`src/design/rth_pkg.sv`:
```
// Package with types and constants of the RGB to HSL converter.
package rth_pkg;

  localparam int unsigned CH_W   = 8;
  localparam int unsigned HUE_W  = 15;
  localparam int unsigned SAT_W  = 17;
  localparam int unsigned LSUM_W = 9;

  localparam int unsigned IN_TDATA_W  = 24;
  localparam int unsigned OUT_TDATA_W = 48;

  // Restoring divider: quotient bits, divisor bits, dividend bits.
  localparam int unsigned DIV_Q_W   = 17;
  localparam int unsigned DIV_DEN_W = 8;
  localparam int unsigned DIV_N_W   = DIV_Q_W + DIV_DEN_W;

  localparam int unsigned NUM_W = 26;

  localparam logic signed [NUM_W-1:0] HUE_SIXTY  = 26'sd3840;
  localparam logic signed [NUM_W-1:0] HUE_ONE20  = 26'sd7680;
  localparam logic signed [NUM_W-1:0] HUE_TWO40  = 26'sd15360;
  localparam logic signed [NUM_W-1:0] HUE_FULL   = 26'sd23040;

  localparam logic [LSUM_W-1:0] LSUM_HALF = 9'd255;
  localparam logic [LSUM_W-1:0] LSUM_FULL = 9'd510;

  localparam logic [HUE_W-1:0]  HUE_MAX  = 15'd23039;
  localparam logic [SAT_W-1:0]  SAT_ONE  = 17'd65536;

  typedef enum logic [1:0] {
    SEC_RED,
    SEC_GREEN,
    SEC_BLUE
  } sector_t;

endpackage

```
`src/design/rth_div_pipe.sv`:
```
// Pipelined restoring divider, one quotient bit per stage.
module rth_div_pipe (
  input  logic                          clk,
  input  logic [rth_pkg::DIV_Q_W-1:0]   en_i,
  input  logic [rth_pkg::DIV_N_W-1:0]   num_i,
  input  logic [rth_pkg::DIV_DEN_W-1:0] den_i,
  output logic [rth_pkg::DIV_Q_W-1:0]   quot_o
);
  import rth_pkg::*;

  // Each word holds {partial remainder, remaining dividend bits / quotient bits}.
  logic [DIV_N_W-1:0]   w_r   [DIV_Q_W];
  logic [DIV_DEN_W-1:0] den_r [DIV_Q_W];
  logic [DIV_N_W-1:0]   src_w   [DIV_Q_W];
  logic [DIV_DEN_W-1:0] src_den [DIV_Q_W];
  logic [DIV_N_W-1:0]   w_nxt   [DIV_Q_W];

  always_comb begin
    src_w[0]   = num_i;
    src_den[0] = den_i;
    for (int k = 1; k < DIV_Q_W; k++) begin
      src_w[k]   = w_r[k-1];
      src_den[k] = den_r[k-1];
    end
  end

  always_comb begin
    for (int k = 0; k < DIV_Q_W; k++) begin
      logic [DIV_DEN_W:0] trial;
      logic [DIV_DEN_W:0] diff;
      trial = src_w[k][DIV_N_W-1:DIV_Q_W-1];
      diff  = trial - {1'b0, src_den[k]};
      if (trial >= {1'b0, src_den[k]}) begin
        w_nxt[k] = {diff[DIV_DEN_W-1:0], src_w[k][DIV_Q_W-2:0], 1'b1};
      end else begin
        w_nxt[k] = {trial[DIV_DEN_W-1:0], src_w[k][DIV_Q_W-2:0], 1'b0};
      end
    end
  end

  always_ff @(posedge clk) begin
    for (int k = 0; k < DIV_Q_W; k++) begin
      if (en_i[k]) begin
        w_r[k]   <= w_nxt[k];
        den_r[k] <= src_den[k];
      end
    end
  end

  assign quot_o = w_r[DIV_Q_W-1][DIV_Q_W-1:0];

endmodule

```
`src/design/rgb_to_hsl_fixed.sv`:
```
// RGB to HSL converter for 8-bit pixels, fully pipelined. It accepts one pixel
// in every clock cycle while the output side does not stall. Each pixel passes
// through one input register, one stage that finds the largest and smallest
// channel, one stage that builds the hue and saturation dividends, and two
// 17-stage restoring dividers (one quotient bit per stage) that run side by side
// for hue and saturation. Each stage moves on when it is empty or the stage
// after it moves, so bubbles close up during a stall and no transaction is lost
// or repeated. Grey pixels give hue and saturation of zero.
module rgb_to_hsl_fixed (
  input  logic                              clk,
  input  logic                              rst_n,
  input  logic                              in_tvalid,
  output logic                              in_tready,
  // [7:0] red, [15:8] green, [23:16] blue
  input  logic [rth_pkg::IN_TDATA_W-1:0]    in_tdata,
  output logic                              out_tvalid,
  input  logic                              out_tready,
  // [14:0] hue, [31:15] saturation, [40:32] lightness_sum, [47:41] zero
  output logic [rth_pkg::OUT_TDATA_W-1:0]   out_tdata
);
  import rth_pkg::*;

  localparam int unsigned NSTG = 3 + DIV_Q_W;
  localparam int unsigned LAST = NSTG - 1;

  logic [NSTG-1:0] vld_r;
  logic [NSTG-1:0] rdy;

  // Stage ready chain: a stage may load when it is empty or drains this cycle.
  assign rdy[LAST] = !vld_r[LAST] || out_tready;
  for (genvar i = 0; i < LAST; i++) begin : g_rdy
    assign rdy[i] = !vld_r[i] || rdy[i+1];
  end

  always_ff @(posedge clk) begin
    if (!rst_n) begin
      vld_r <= '0;
    end else begin
      if (rdy[0]) vld_r[0] <= in_tvalid;
      for (int i = 1; i < NSTG; i++) begin
        if (rdy[i]) vld_r[i] <= vld_r[i-1];
      end
    end
  end

  assign in_tready  = rdy[0];
  assign out_tvalid = vld_r[LAST];

  // Stage 0: input register.
  logic [CH_W-1:0] red_r, green_r, blue_r;

  always_ff @(posedge clk) begin
    if (rdy[0]) begin
      red_r   <= in_tdata[7:0];
      green_r <= in_tdata[15:8];
      blue_r  <= in_tdata[23:16];
    end
  end

  // Stage 1: extremes, sector and channel difference.
  logic [CH_W-1:0]   hi, lo, t_hi, t_lo;
  logic [CH_W-1:0]   c_nxt, c1_r;
  logic [LSUM_W-1:0] sum_nxt, sum1_r;
  logic signed [CH_W:0] diff_nxt, diff1_r;
  sector_t           sec_nxt, sec1_r;

  always_comb begin
    t_hi    = (red_r > green_r) ? red_r : green_r;
    hi      = (t_hi > blue_r) ? t_hi : blue_r;
    t_lo    = (red_r < green_r) ? red_r : green_r;
    lo      = (t_lo < blue_r) ? t_lo : blue_r;
    c_nxt   = hi - lo;
    sum_nxt = {1'b0, hi} + {1'b0, lo};
    if (hi == red_r) begin
      sec_nxt  = SEC_RED;
      diff_nxt = $signed({1'b0, green_r}) - $signed({1'b0, blue_r});
    end else if (hi == green_r) begin
      sec_nxt  = SEC_GREEN;
      diff_nxt = $signed({1'b0, blue_r}) - $signed({1'b0, red_r});
    end else begin
      sec_nxt  = SEC_BLUE;
      diff_nxt = $signed({1'b0, red_r}) - $signed({1'b0, green_r});
    end
  end

  always_ff @(posedge clk) begin
    if (rdy[1]) begin
      c1_r    <= c_nxt;
      sum1_r  <= sum_nxt;
      diff1_r <= diff_nxt;
      sec1_r  <= sec_nxt;
    end
  end

  // Stage 2: dividends and divisors.
  logic signed [NUM_W-1:0] diff_ext, c_ext, num;
  logic [LSUM_W-1:0]       den9;
  logic [DIV_N_W-1:0]      hnum_nxt, hnum2_r, snum_nxt, snum2_r;
  logic [DIV_DEN_W-1:0]    hden_nxt, hden2_r, sden_nxt, sden2_r;

  always_comb begin
    diff_ext = {{(NUM_W-CH_W-1){diff1_r[CH_W]}}, diff1_r};
    c_ext    = $signed({{(NUM_W-CH_W){1'b0}}, c1_r});
    case (sec1_r)
      SEC_RED: begin
        num = diff_ext * HUE_SIXTY;
        if (num < 0) num = num + c_ext * HUE_FULL;
      end
      SEC_GREEN: num = diff_ext * HUE_SIXTY + c_ext * HUE_ONE20;
      SEC_BLUE:  num = diff_ext * HUE_SIXTY + c_ext * HUE_TWO40;
      default:   num = '0;
    endcase
    den9 = (sum1_r > LSUM_HALF) ? (LSUM_FULL - sum1_r) : sum1_r;
    if (c1_r == '0 || num[NUM_W-1]) begin
      hnum_nxt = '0;
    end else begin
      hnum_nxt = {2'b00, num[DIV_N_W-3:0]};
    end
    // Grey pixel: zero dividends over a divisor of one give zero.
    if (c1_r == '0) begin
      snum_nxt = '0;
      hden_nxt = 8'd1;
      sden_nxt = 8'd1;
    end else begin
      snum_nxt = {1'b0, c1_r, 16'h0000};
      hden_nxt = c1_r;
      sden_nxt = den9[DIV_DEN_W-1:0];
    end
  end

  always_ff @(posedge clk) begin
    if (rdy[2]) begin
      hnum2_r <= hnum_nxt;
      hden2_r <= hden_nxt;
      snum2_r <= snum_nxt;
      sden2_r <= sden_nxt;
    end
  end

  // Lightness sum rides alongside the dividers.
  logic [LSUM_W-1:0] lsum_r [2:LAST];

  always_ff @(posedge clk) begin
    if (rdy[2]) lsum_r[2] <= sum1_r;
    for (int i = 3; i < NSTG; i++) begin
      if (rdy[i]) lsum_r[i] <= lsum_r[i-1];
    end
  end

  logic [DIV_Q_W-1:0] hue_q, sat_q;

  rth_div_pipe u_hue_div (
    .clk    (clk),
    .en_i   (rdy[LAST:3]),
    .num_i  (hnum2_r),
    .den_i  (hden2_r),
    .quot_o (hue_q)
  );

  rth_div_pipe u_sat_div (
    .clk    (clk),
    .en_i   (rdy[LAST:3]),
    .num_i  (snum2_r),
    .den_i  (sden2_r),
    .quot_o (sat_q)
  );

  assign out_tdata = {7'b0000000, lsum_r[LAST], sat_q, hue_q[HUE_W-1:0]};

endmodule

```
`config.mk`:
```
export PLATFORM = sky130hd
export DESIGN_NAME = rgb_to_hsl_fixed
export DESIGN_NICKNAME = d
export VERILOG_FILES = /design/src/design/rth_pkg.sv /design/src/design/rth_div_pipe.sv /design/src/design/rgb_to_hsl_fixed.sv
export SDC_FILE = /design/constraint.sdc
export NUM_CORES = 2
export LEC_CHECK = 0
export BUFFER_PORTS_ARGS = -buffer_cell sky130_fd_sc_hd__buf_2
export CORE_MARGIN = 2
export CORE_UTILIZATION = 49
export DETAILED_ROUTE_END_ITERATION = 8
export HOLD_SLACK_MARGIN = 0.1
export PLACE_DENSITY = 0.76
export SYNTH_ARGS = -nofsm -noshare
export SYNTH_HDL_FRONTEND = slang
export SYNTH_SLANG_ARGS = --single-unit
```
`constraint.sdc`:
```
create_clock -name clk -period 6.8 [get_ports clk]
set_clock_uncertainty 0.2 [all_clocks]
set_input_delay 0.34 -clock clk [delete_from_list [all_inputs] [get_ports clk]]
set_output_delay 0.34 -clock clk [all_outputs]
set_load 0.02 [all_outputs]
```
======== After elaboration in Yosys (flattened, before gate mapping) ========
Memory sizes are Yosys's and may differ from the RTL's.
Cells that the tools add are included.
Widths: inputs -> output; s select.
storage, ports and cells
  register bits ........................... 119
  bits in writable memories ............... 1284
  bits of input ports ..................... 28
  logic and storage cells ................. 250
  memories ................................ 5
operators by class
  $add $sub $neg .......................... 43
  multiply operators ...................... 4
  order comparisons ....................... 40
  eq/ne operators ......................... 4
  muxes and demuxes ....................... 80
  reductions and logical operators ........ 43
memories
  name             depth  bits a word  read ports  clocked after Yosys merged registers in  wr ports  RTL line                 text
  u_hue_div.w_r    17     25           17          0                                        17        rth_div_pipe.sv:12       logic [DIV_N_W-1:0] w_r [DIV_Q_W];
  u_sat_div.w_r    17     25           17          0                                        17        rth_div_pipe.sv:12
  lsum_r           18     9            18          0                                        18        rgb_to_hsl_fixed.sv:141  logic [LSUM_W-1:0] lsum_r [2:LAST];
  u_hue_div.den_r  17     8            16          0                                        17        rth_div_pipe.sv:13       logic [DIV_DEN_W-1:0] den_r [DIV_Q_W];
  u_sat_div.den_r  17     8            16          0                                        17        rth_div_pipe.sv:13
operators by type and width
  operator              number
  $mux 25               34
  $ge 9x8->1            32
  $sub 8x8->8           35
  $pmux 26 s3           1
  $mux 8                5
  $mux 1                36
  $sub 8x8->9           3
  $mux 26               1
  $add 22x24->25        1
  $add 22x23->24        1
  $mul 8x4->12 const B  2
  $add 22x22->23        1
  $lt 22x1->1 const B   1
  $logic_or 1x1->1      21
  $logic_not 1->1       20
  $mux 9                2
  $eq 8x8->1            2
  $gt 8x8->1            2
  $lt 8x8->1            2
  $mul 8x6->14 const B  1
  $mul 9x5->14 const B  1
  $add 8x8->9           1
  $gt 9x8->1 const B    1
  $ge 7x8->1            1
  7 further kinds       7

======== Logic depth before layout (Yosys ltp) ========
  word-level depth ........................ 21
  mapped depth ............................ 29
  depth with buffers taken out ............ 27

======== Hierarchy ========
Synthesis repeated with hierarchy kept, for this count alone.
unflattened totals
  cells, all modules ...................... 4616
  area, all modules ....................... 64254.1 µm²
by module, submodules not included
  module                     instances  cells each  area an instance (µm²)
  rth_div_pipe at u_hue_div  1          1612        24115.6
  rth_div_pipe at u_sat_div  1          1623        23995.5
  rgb_to_hsl_fixed           1          1381        16143.0

======== Least setup slack after synthesis ========
Ideal clock, no wire load.
  path type ............................... flip-flop to flip-flop
  start ................................... reg green_r[1]
  end ..................................... reg sum1_r[6], data pin
  library setup time ...................... 0.258 ns
  data arrival time ....................... 5.261 ns
  required time ........................... 6.342 ns
  setup slack ............................. 1.082 ns
  stages on the path, launching flop included .. 28
  buffers on the path ..................... 2
  clock period less this slack ............ 5.718 ns
  cells stage by stage .................... edfxtp_1 -> inv_1 -> ha_1 -> nor2b_1 -> o31a_1 -> o211a_1 -> or2_2 -> a21oi_1 -> clkbuf_1 -> nand2_1 -> o21ai_0 -> ha_1 -> a21o_1 -> a21o_1 -> a221oi_1 -> o21ai_1 -> buf_4 -> mux2i_1 -> ha_1 -> inv_1 -> fa_1 -> nor2_1 -> o21ai_0 -> a21oi_1 -> nor2_1 -> nor2_1 -> nor2_1 -> xnor2_1
between the ends
  longest elaborated chain between the ends .. 5
RTL lines
  item                                      RTL line                                        text
  start, declared                           rgb_to_hsl_fixed.sv:50                          logic [CH_W-1:0] red_r, green_r, blue_r;
  start signal, assigned                    rgb_to_hsl_fixed.sv:55                          green_r <= in_tdata[15:8];
  $gt 8x8->1 or $lt 8x8->1 (tied branches)  rgb_to_hsl_fixed.sv:68, rgb_to_hsl_fixed.sv:70
  $mux 8 (on tied branches)                 rgb_to_hsl_fixed.sv:68, rgb_to_hsl_fixed.sv:70
  $gt 8x8->1 or $lt 8x8->1 (tied branches)  rgb_to_hsl_fixed.sv:69, rgb_to_hsl_fixed.sv:71
  $mux 8 (on tied branches)                 rgb_to_hsl_fixed.sv:69, rgb_to_hsl_fixed.sv:71
  $add 8x8->9 *                             rgb_to_hsl_fixed.sv:73                          sum_nxt = {1'b0, hi} + {1'b0, lo};
  named net sum_nxt[6]                      rgb_to_hsl_fixed.sv:63                          logic [LSUM_W-1:0] sum_nxt, sum1_r;
  end signal, assigned                      rgb_to_hsl_fixed.sv:89                          sum1_r <= sum_nxt;
  end, declared                             rgb_to_hsl_fixed.sv:63
The timed path passes the listed nets; every way through them passes the cells marked *.
A chain may end at the register's enable or synchronous reset.

======== Worst setup path after layout ========
  start ................................... reg diff1_r[0]
  end ..................................... reg hnum2_r[19], data pin
between the ends
  longest elaborated chain between the ends .. 5
RTL lines
  item                                           RTL line                                                                   text
  start, declared                                rgb_to_hsl_fixed.sv:64                                                     logic signed [CH_W:0] diff_nxt, diff1_r;
  start signal, assigned                         rgb_to_hsl_fixed.sv:90                                                     diff1_r <= diff_nxt;
  $mul 9x5->14 *                                 rgb_to_hsl_fixed.sv:106, rgb_to_hsl_fixed.sv:109, rgb_to_hsl_fixed.sv:110
  $add 22x24->25 or $lt 22x1->1 (tied branches)  rgb_to_hsl_fixed.sv:107                                                    if (num < 0) num = num + c_ext * HUE_FULL;
  $mux 26                                        rgb_to_hsl_fixed.sv:107
  $pmux 26 s3 *                                  rgb_to_hsl_fixed.sv:104                                                    case (sec1_r)
  $logic_or 1x1->1                               rgb_to_hsl_fixed.sv:114                                                    if (c1_r == '0 || num[NUM_W-1]) begin
  end signal, assigned                           rgb_to_hsl_fixed.sv:133                                                    hnum2_r <= hnum_nxt;
  end, declared                                  rgb_to_hsl_fixed.sv:98                                                     logic [DIV_N_W-1:0] hnum_nxt, hnum2_r, snum_nxt, snum2_r;
Every way passes the cells marked *; elsewhere a longest branch is shown, timed or not.

==> flow_summary.yaml <==
grt:
  grt-ovfl-total: 0
  grt_util_all_layers_pct: 17.14
  met1_usage_pct: 20.44
  grt_pass1_vias: 31000
  grt_use_met3_pct: 2.482
  grt_pass1_wl_um: 155100
  antenna_found_initial: 0
  grt-busiest-layer: "met2"
  met2_usage_pct: 31.48
  grt_max_degree: 69
yosys:
  ys_async_sr_fraction_pct: 0
  synth_cells: 4062
  synth_edf_count: 1049
  synth_seq_area_share_pct: 59.74
  netlist_area_um2: 53400
  ys_ff_latch: 1069
  yosysUniqueCellTypes: 84
  syn_avg_cell_area_um2: 13.15
  ys_warn_count: 0
  synth_ff_type: "edfxtp_1"
flow_run:
  cap_violations: 0
clocking:
  postCtsSetupRepairBufs: 0
  path_clk_slew_ps: 60
  cts_buffers: 106
  tritoncts: "done"
  insertion_delay_ps: 690
  root_buffer: "clkbuf_16"
  clockBufferDepth: 3
  clock-sinks: 1069
  cts_max_level: 3
setup_path:
  arrival_ps: 6500
  critPathLaunchType: "flop"
  critPathKind: "reg2reg"
  required_ps: 7130
  cp_max_fo: 14
  cp-end-kind: "flop"
  reg2reg_slack_ps: 630
  r2r_cells: 20
cells_and_area:
  syn2layout_area_growth_pct: 10.90
  fillCellCount: 8572
  multi_input_comb_area_um2: 19180
  layout_common_cells: "1049 x edfxtp_1, 551 x inv_1, 424 x ha_1"
  fin_nets: 4786
  drive_above_1_share_pct: 10.53
  regArea_um2: 31900
  layout_commonest_cell: "edfxtp_1"
  antenna_cells: 0
routing:
  via_per_inst: 5.257
  drt-total-wl_um: 94680
  antenna_left: 0
  drcViolationCount: 0
  route.vias.total: 30288
  drt_iter0_drc: 1709
  dr.pass1.iters: 5
  avgRoutedWirePerCell_um: 16.43
place:
  port_buffers: 70
  dp_hpwl_um: 70650
  routabilityCongestion: 0.9103
floorplanning:
  die-area_um2: 111600
  core_um2: 108600
  pin_count: 78
  die_x_um: 334.1
  row_count: 121
  die_h_um: 334.1
  start_util_pct: 49.20
sta:
  tns_ps: 0
  slew_viol_final: 0
  timing.final.crit_share_pct: 90.75
  worst_pin_slew_ps: 1169
  rsz0062_at_grt: "no"
  finalCriticalPeriod_ps: 6171
  slew_headroom_pct: 21.76
  hold_viol: 0
  fmaxAchievable_mhz: 162.1
  setup_viol: 0
run_status:
  run_status: "finished, final reports clean"
hold_path:
  hp-class: "in2reg"
  whs_path_depth: 2
## cell usage after synthesis (3+ instances only)
cell	number	area (µm²)
a211oi_1	12	90.09
a21boi_0	95	713.2
a21o_1	62	465.5
a21oi_1	119	595.6
a221oi_1	8	70.07
a22oi_1	3	22.52
a2bb2oi_1	4	35.03
a311oi_1	32	280.3
a31o_2	3	26.28
a31oi_1	7	43.79
and2_1	3	18.77
and3_1	7	43.79
and4_1	3	26.28
buf_2	6	30.03
buf_4	18	135.1
clkbuf_1	13	48.80
clkbuf_8	4	55.05
dfxtp_1	20	400.4
edfxtp_1	1049	31500
fa_1	75	1501
ha_1	424	5305
inv_1	559	2098
mux2_2	168	1892
mux2i_1	71	710.7
nand2_1	141	529.3
nand2b_1	55	344.1
nand3_1	43	215.2
nand4_1	47	294.0
nor2_1	348	1306
nor2b_1	93	581.8
nor3_1	18	90.09
nor4_1	3	18.77
o211ai_1	4	30.03
o21a_1	34	255.2
o21ai_0	228	1141
o21bai_1	16	120.1
o22ai_1	3	18.77
o311ai_0	7	61.31
o31a_1	4	35.03
o31ai_1	6	45.04
or2_2	5	31.28
or3_1	6	37.54
xnor2_1	120	1051
xor2_1	65	569.3
## path summary, 6_finish.rpt
| path | start | endpoint |
|---|---|---|
| max | diff1_r[0]$_DFFE_PP_ | hnum2_r[19]$_SDFFCE_PP0P_ |
| min | in_tdata[16] | blue_r[0]$_DFFE_PP_ |
| min reg2reg | u_hue_div.w_r[0][87]$_DFFE_PP_ | u_hue_div.w_r[0][113]$_DFFE_PP_ |
| max reg2reg | diff1_r[0]$_DFFE_PP_ | hnum2_r[19]$_SDFFCE_PP0P_ |
## flip-flops by register name, indices dropped and copies added (netlist names)
| signal | flops |
|---|---|
| vld_r | 20 |
| u_sat_div.w_r | 281 |
| snum2_r | 8 |
| lsum_r | 162 |
| sden2_r | 7 |
| diff1_r | 9 |
| red_r | 8 |
| u_sat_div.den_r | 124 |
| blue_r | 8 |
| hnum2_r | 15 |
| sum1_r | 8 |
| u_hue_div.den_r | 116 |
| sec1_r | 2 |
| c1_r | 8 |
| hden2_r | 1 |
| green_r | 8 |
| u_hue_div.w_r | 284 |
## cell families (layout without fill, tap and decap cells)
logic type | Yosys count | after routing | share of synthesized area [%]
xor gates and xnor gates | 186 | 186 | 3.076
adders and majority gates | 501 | 501 | 12.78
muxes | 239 | 239 | 4.873
other | 1 | 7 | 0.007022
AOI/OAI and AO/OA | 678 | 678 | 8.203
DFF | 1069 | 1069 | 59.74
buffers and inverters | 603 | 883 | 4.468
and+or+nand+nor | 785 | 785 | 6.853
## critical path: stages (launching register included)
cell	delay (ps)
edfxtp_1	430
ha_1	380
ha_1	340
xnor2_1	320
inv_1	210
ha_1	220
nand2b_1	140
ha_1	330
a21oi_1	190
a21oi_1	130
a311oi_2	470
xnor2_1	270
ha_1	400
nand2_1	60
o21ai_0	180
nand2_1	130
maj3_1	380
o21a_1	210
a31o_2	230
nand4bb_2	470
o21ba_2	350
## routing by layer
| layer | vias to the layer above | part of all wire, % | wire, µm |
|---|---|---|---|
| met5 | - | 0 | 0 |
| met4 | 0 | 3.3 | 3082 |
| met3 | 176 | 3.3 | 3100 |
| met2 | 535 | 52 | 48770 |
| met1 | 14645 | 42 | 39720 |
| li1 | 14932 | - | - |
## layout make-up
| cell class | count | area share [%] |
|---|---|---|
| sequential | 1069 | 53.86 |
| multi-input combinational | 2396 | 32.38 |
| clock buffer | 139 | 4.825 |
| inverter | 561 | 3.556 |
| tap | 1414 | 2.987 |
| timing repair buffer | 125 | 1.407 |
| clock inverter | 58 | 0.9803 |
## timing repair
item                                   in CTS  in global routing
hold buffers                               28                  0
endpoints found under the hold margin      47                  0
gates resized for setup                     0                  2
setup endpoints to repair                   0                 14
## stage by stage
| stage | std cells | util, % | setup WS [ps] | hold WS, ps | area, µm² |
|---|---|---|---|---|---|
| 2_1_floorplan | 4068 | - | 1082 | 200.3 | 53430 |
| 4_1_cts | 5762 | 54.55 | 275.8 | 114.8 | 59210 |
| 6_report | 5762 | 54.56 | 629.2 | 179.2 | 59220 |
| 3_3_place_gp | 5537 | 51.12 | 520.8 | 200.7 | 55490 |
| 3_5_place_dp | 5537 | 51.12 | 321.2 | 204.5 | 55490 |
| 5_1_grt | 5762 | 54.56 | 196.1 | 138.7 | 59220 |
Power is left out: the tool's default activity adds up to more than one toggle a clock period on the data nets, which glitch-free logic cannot reach.
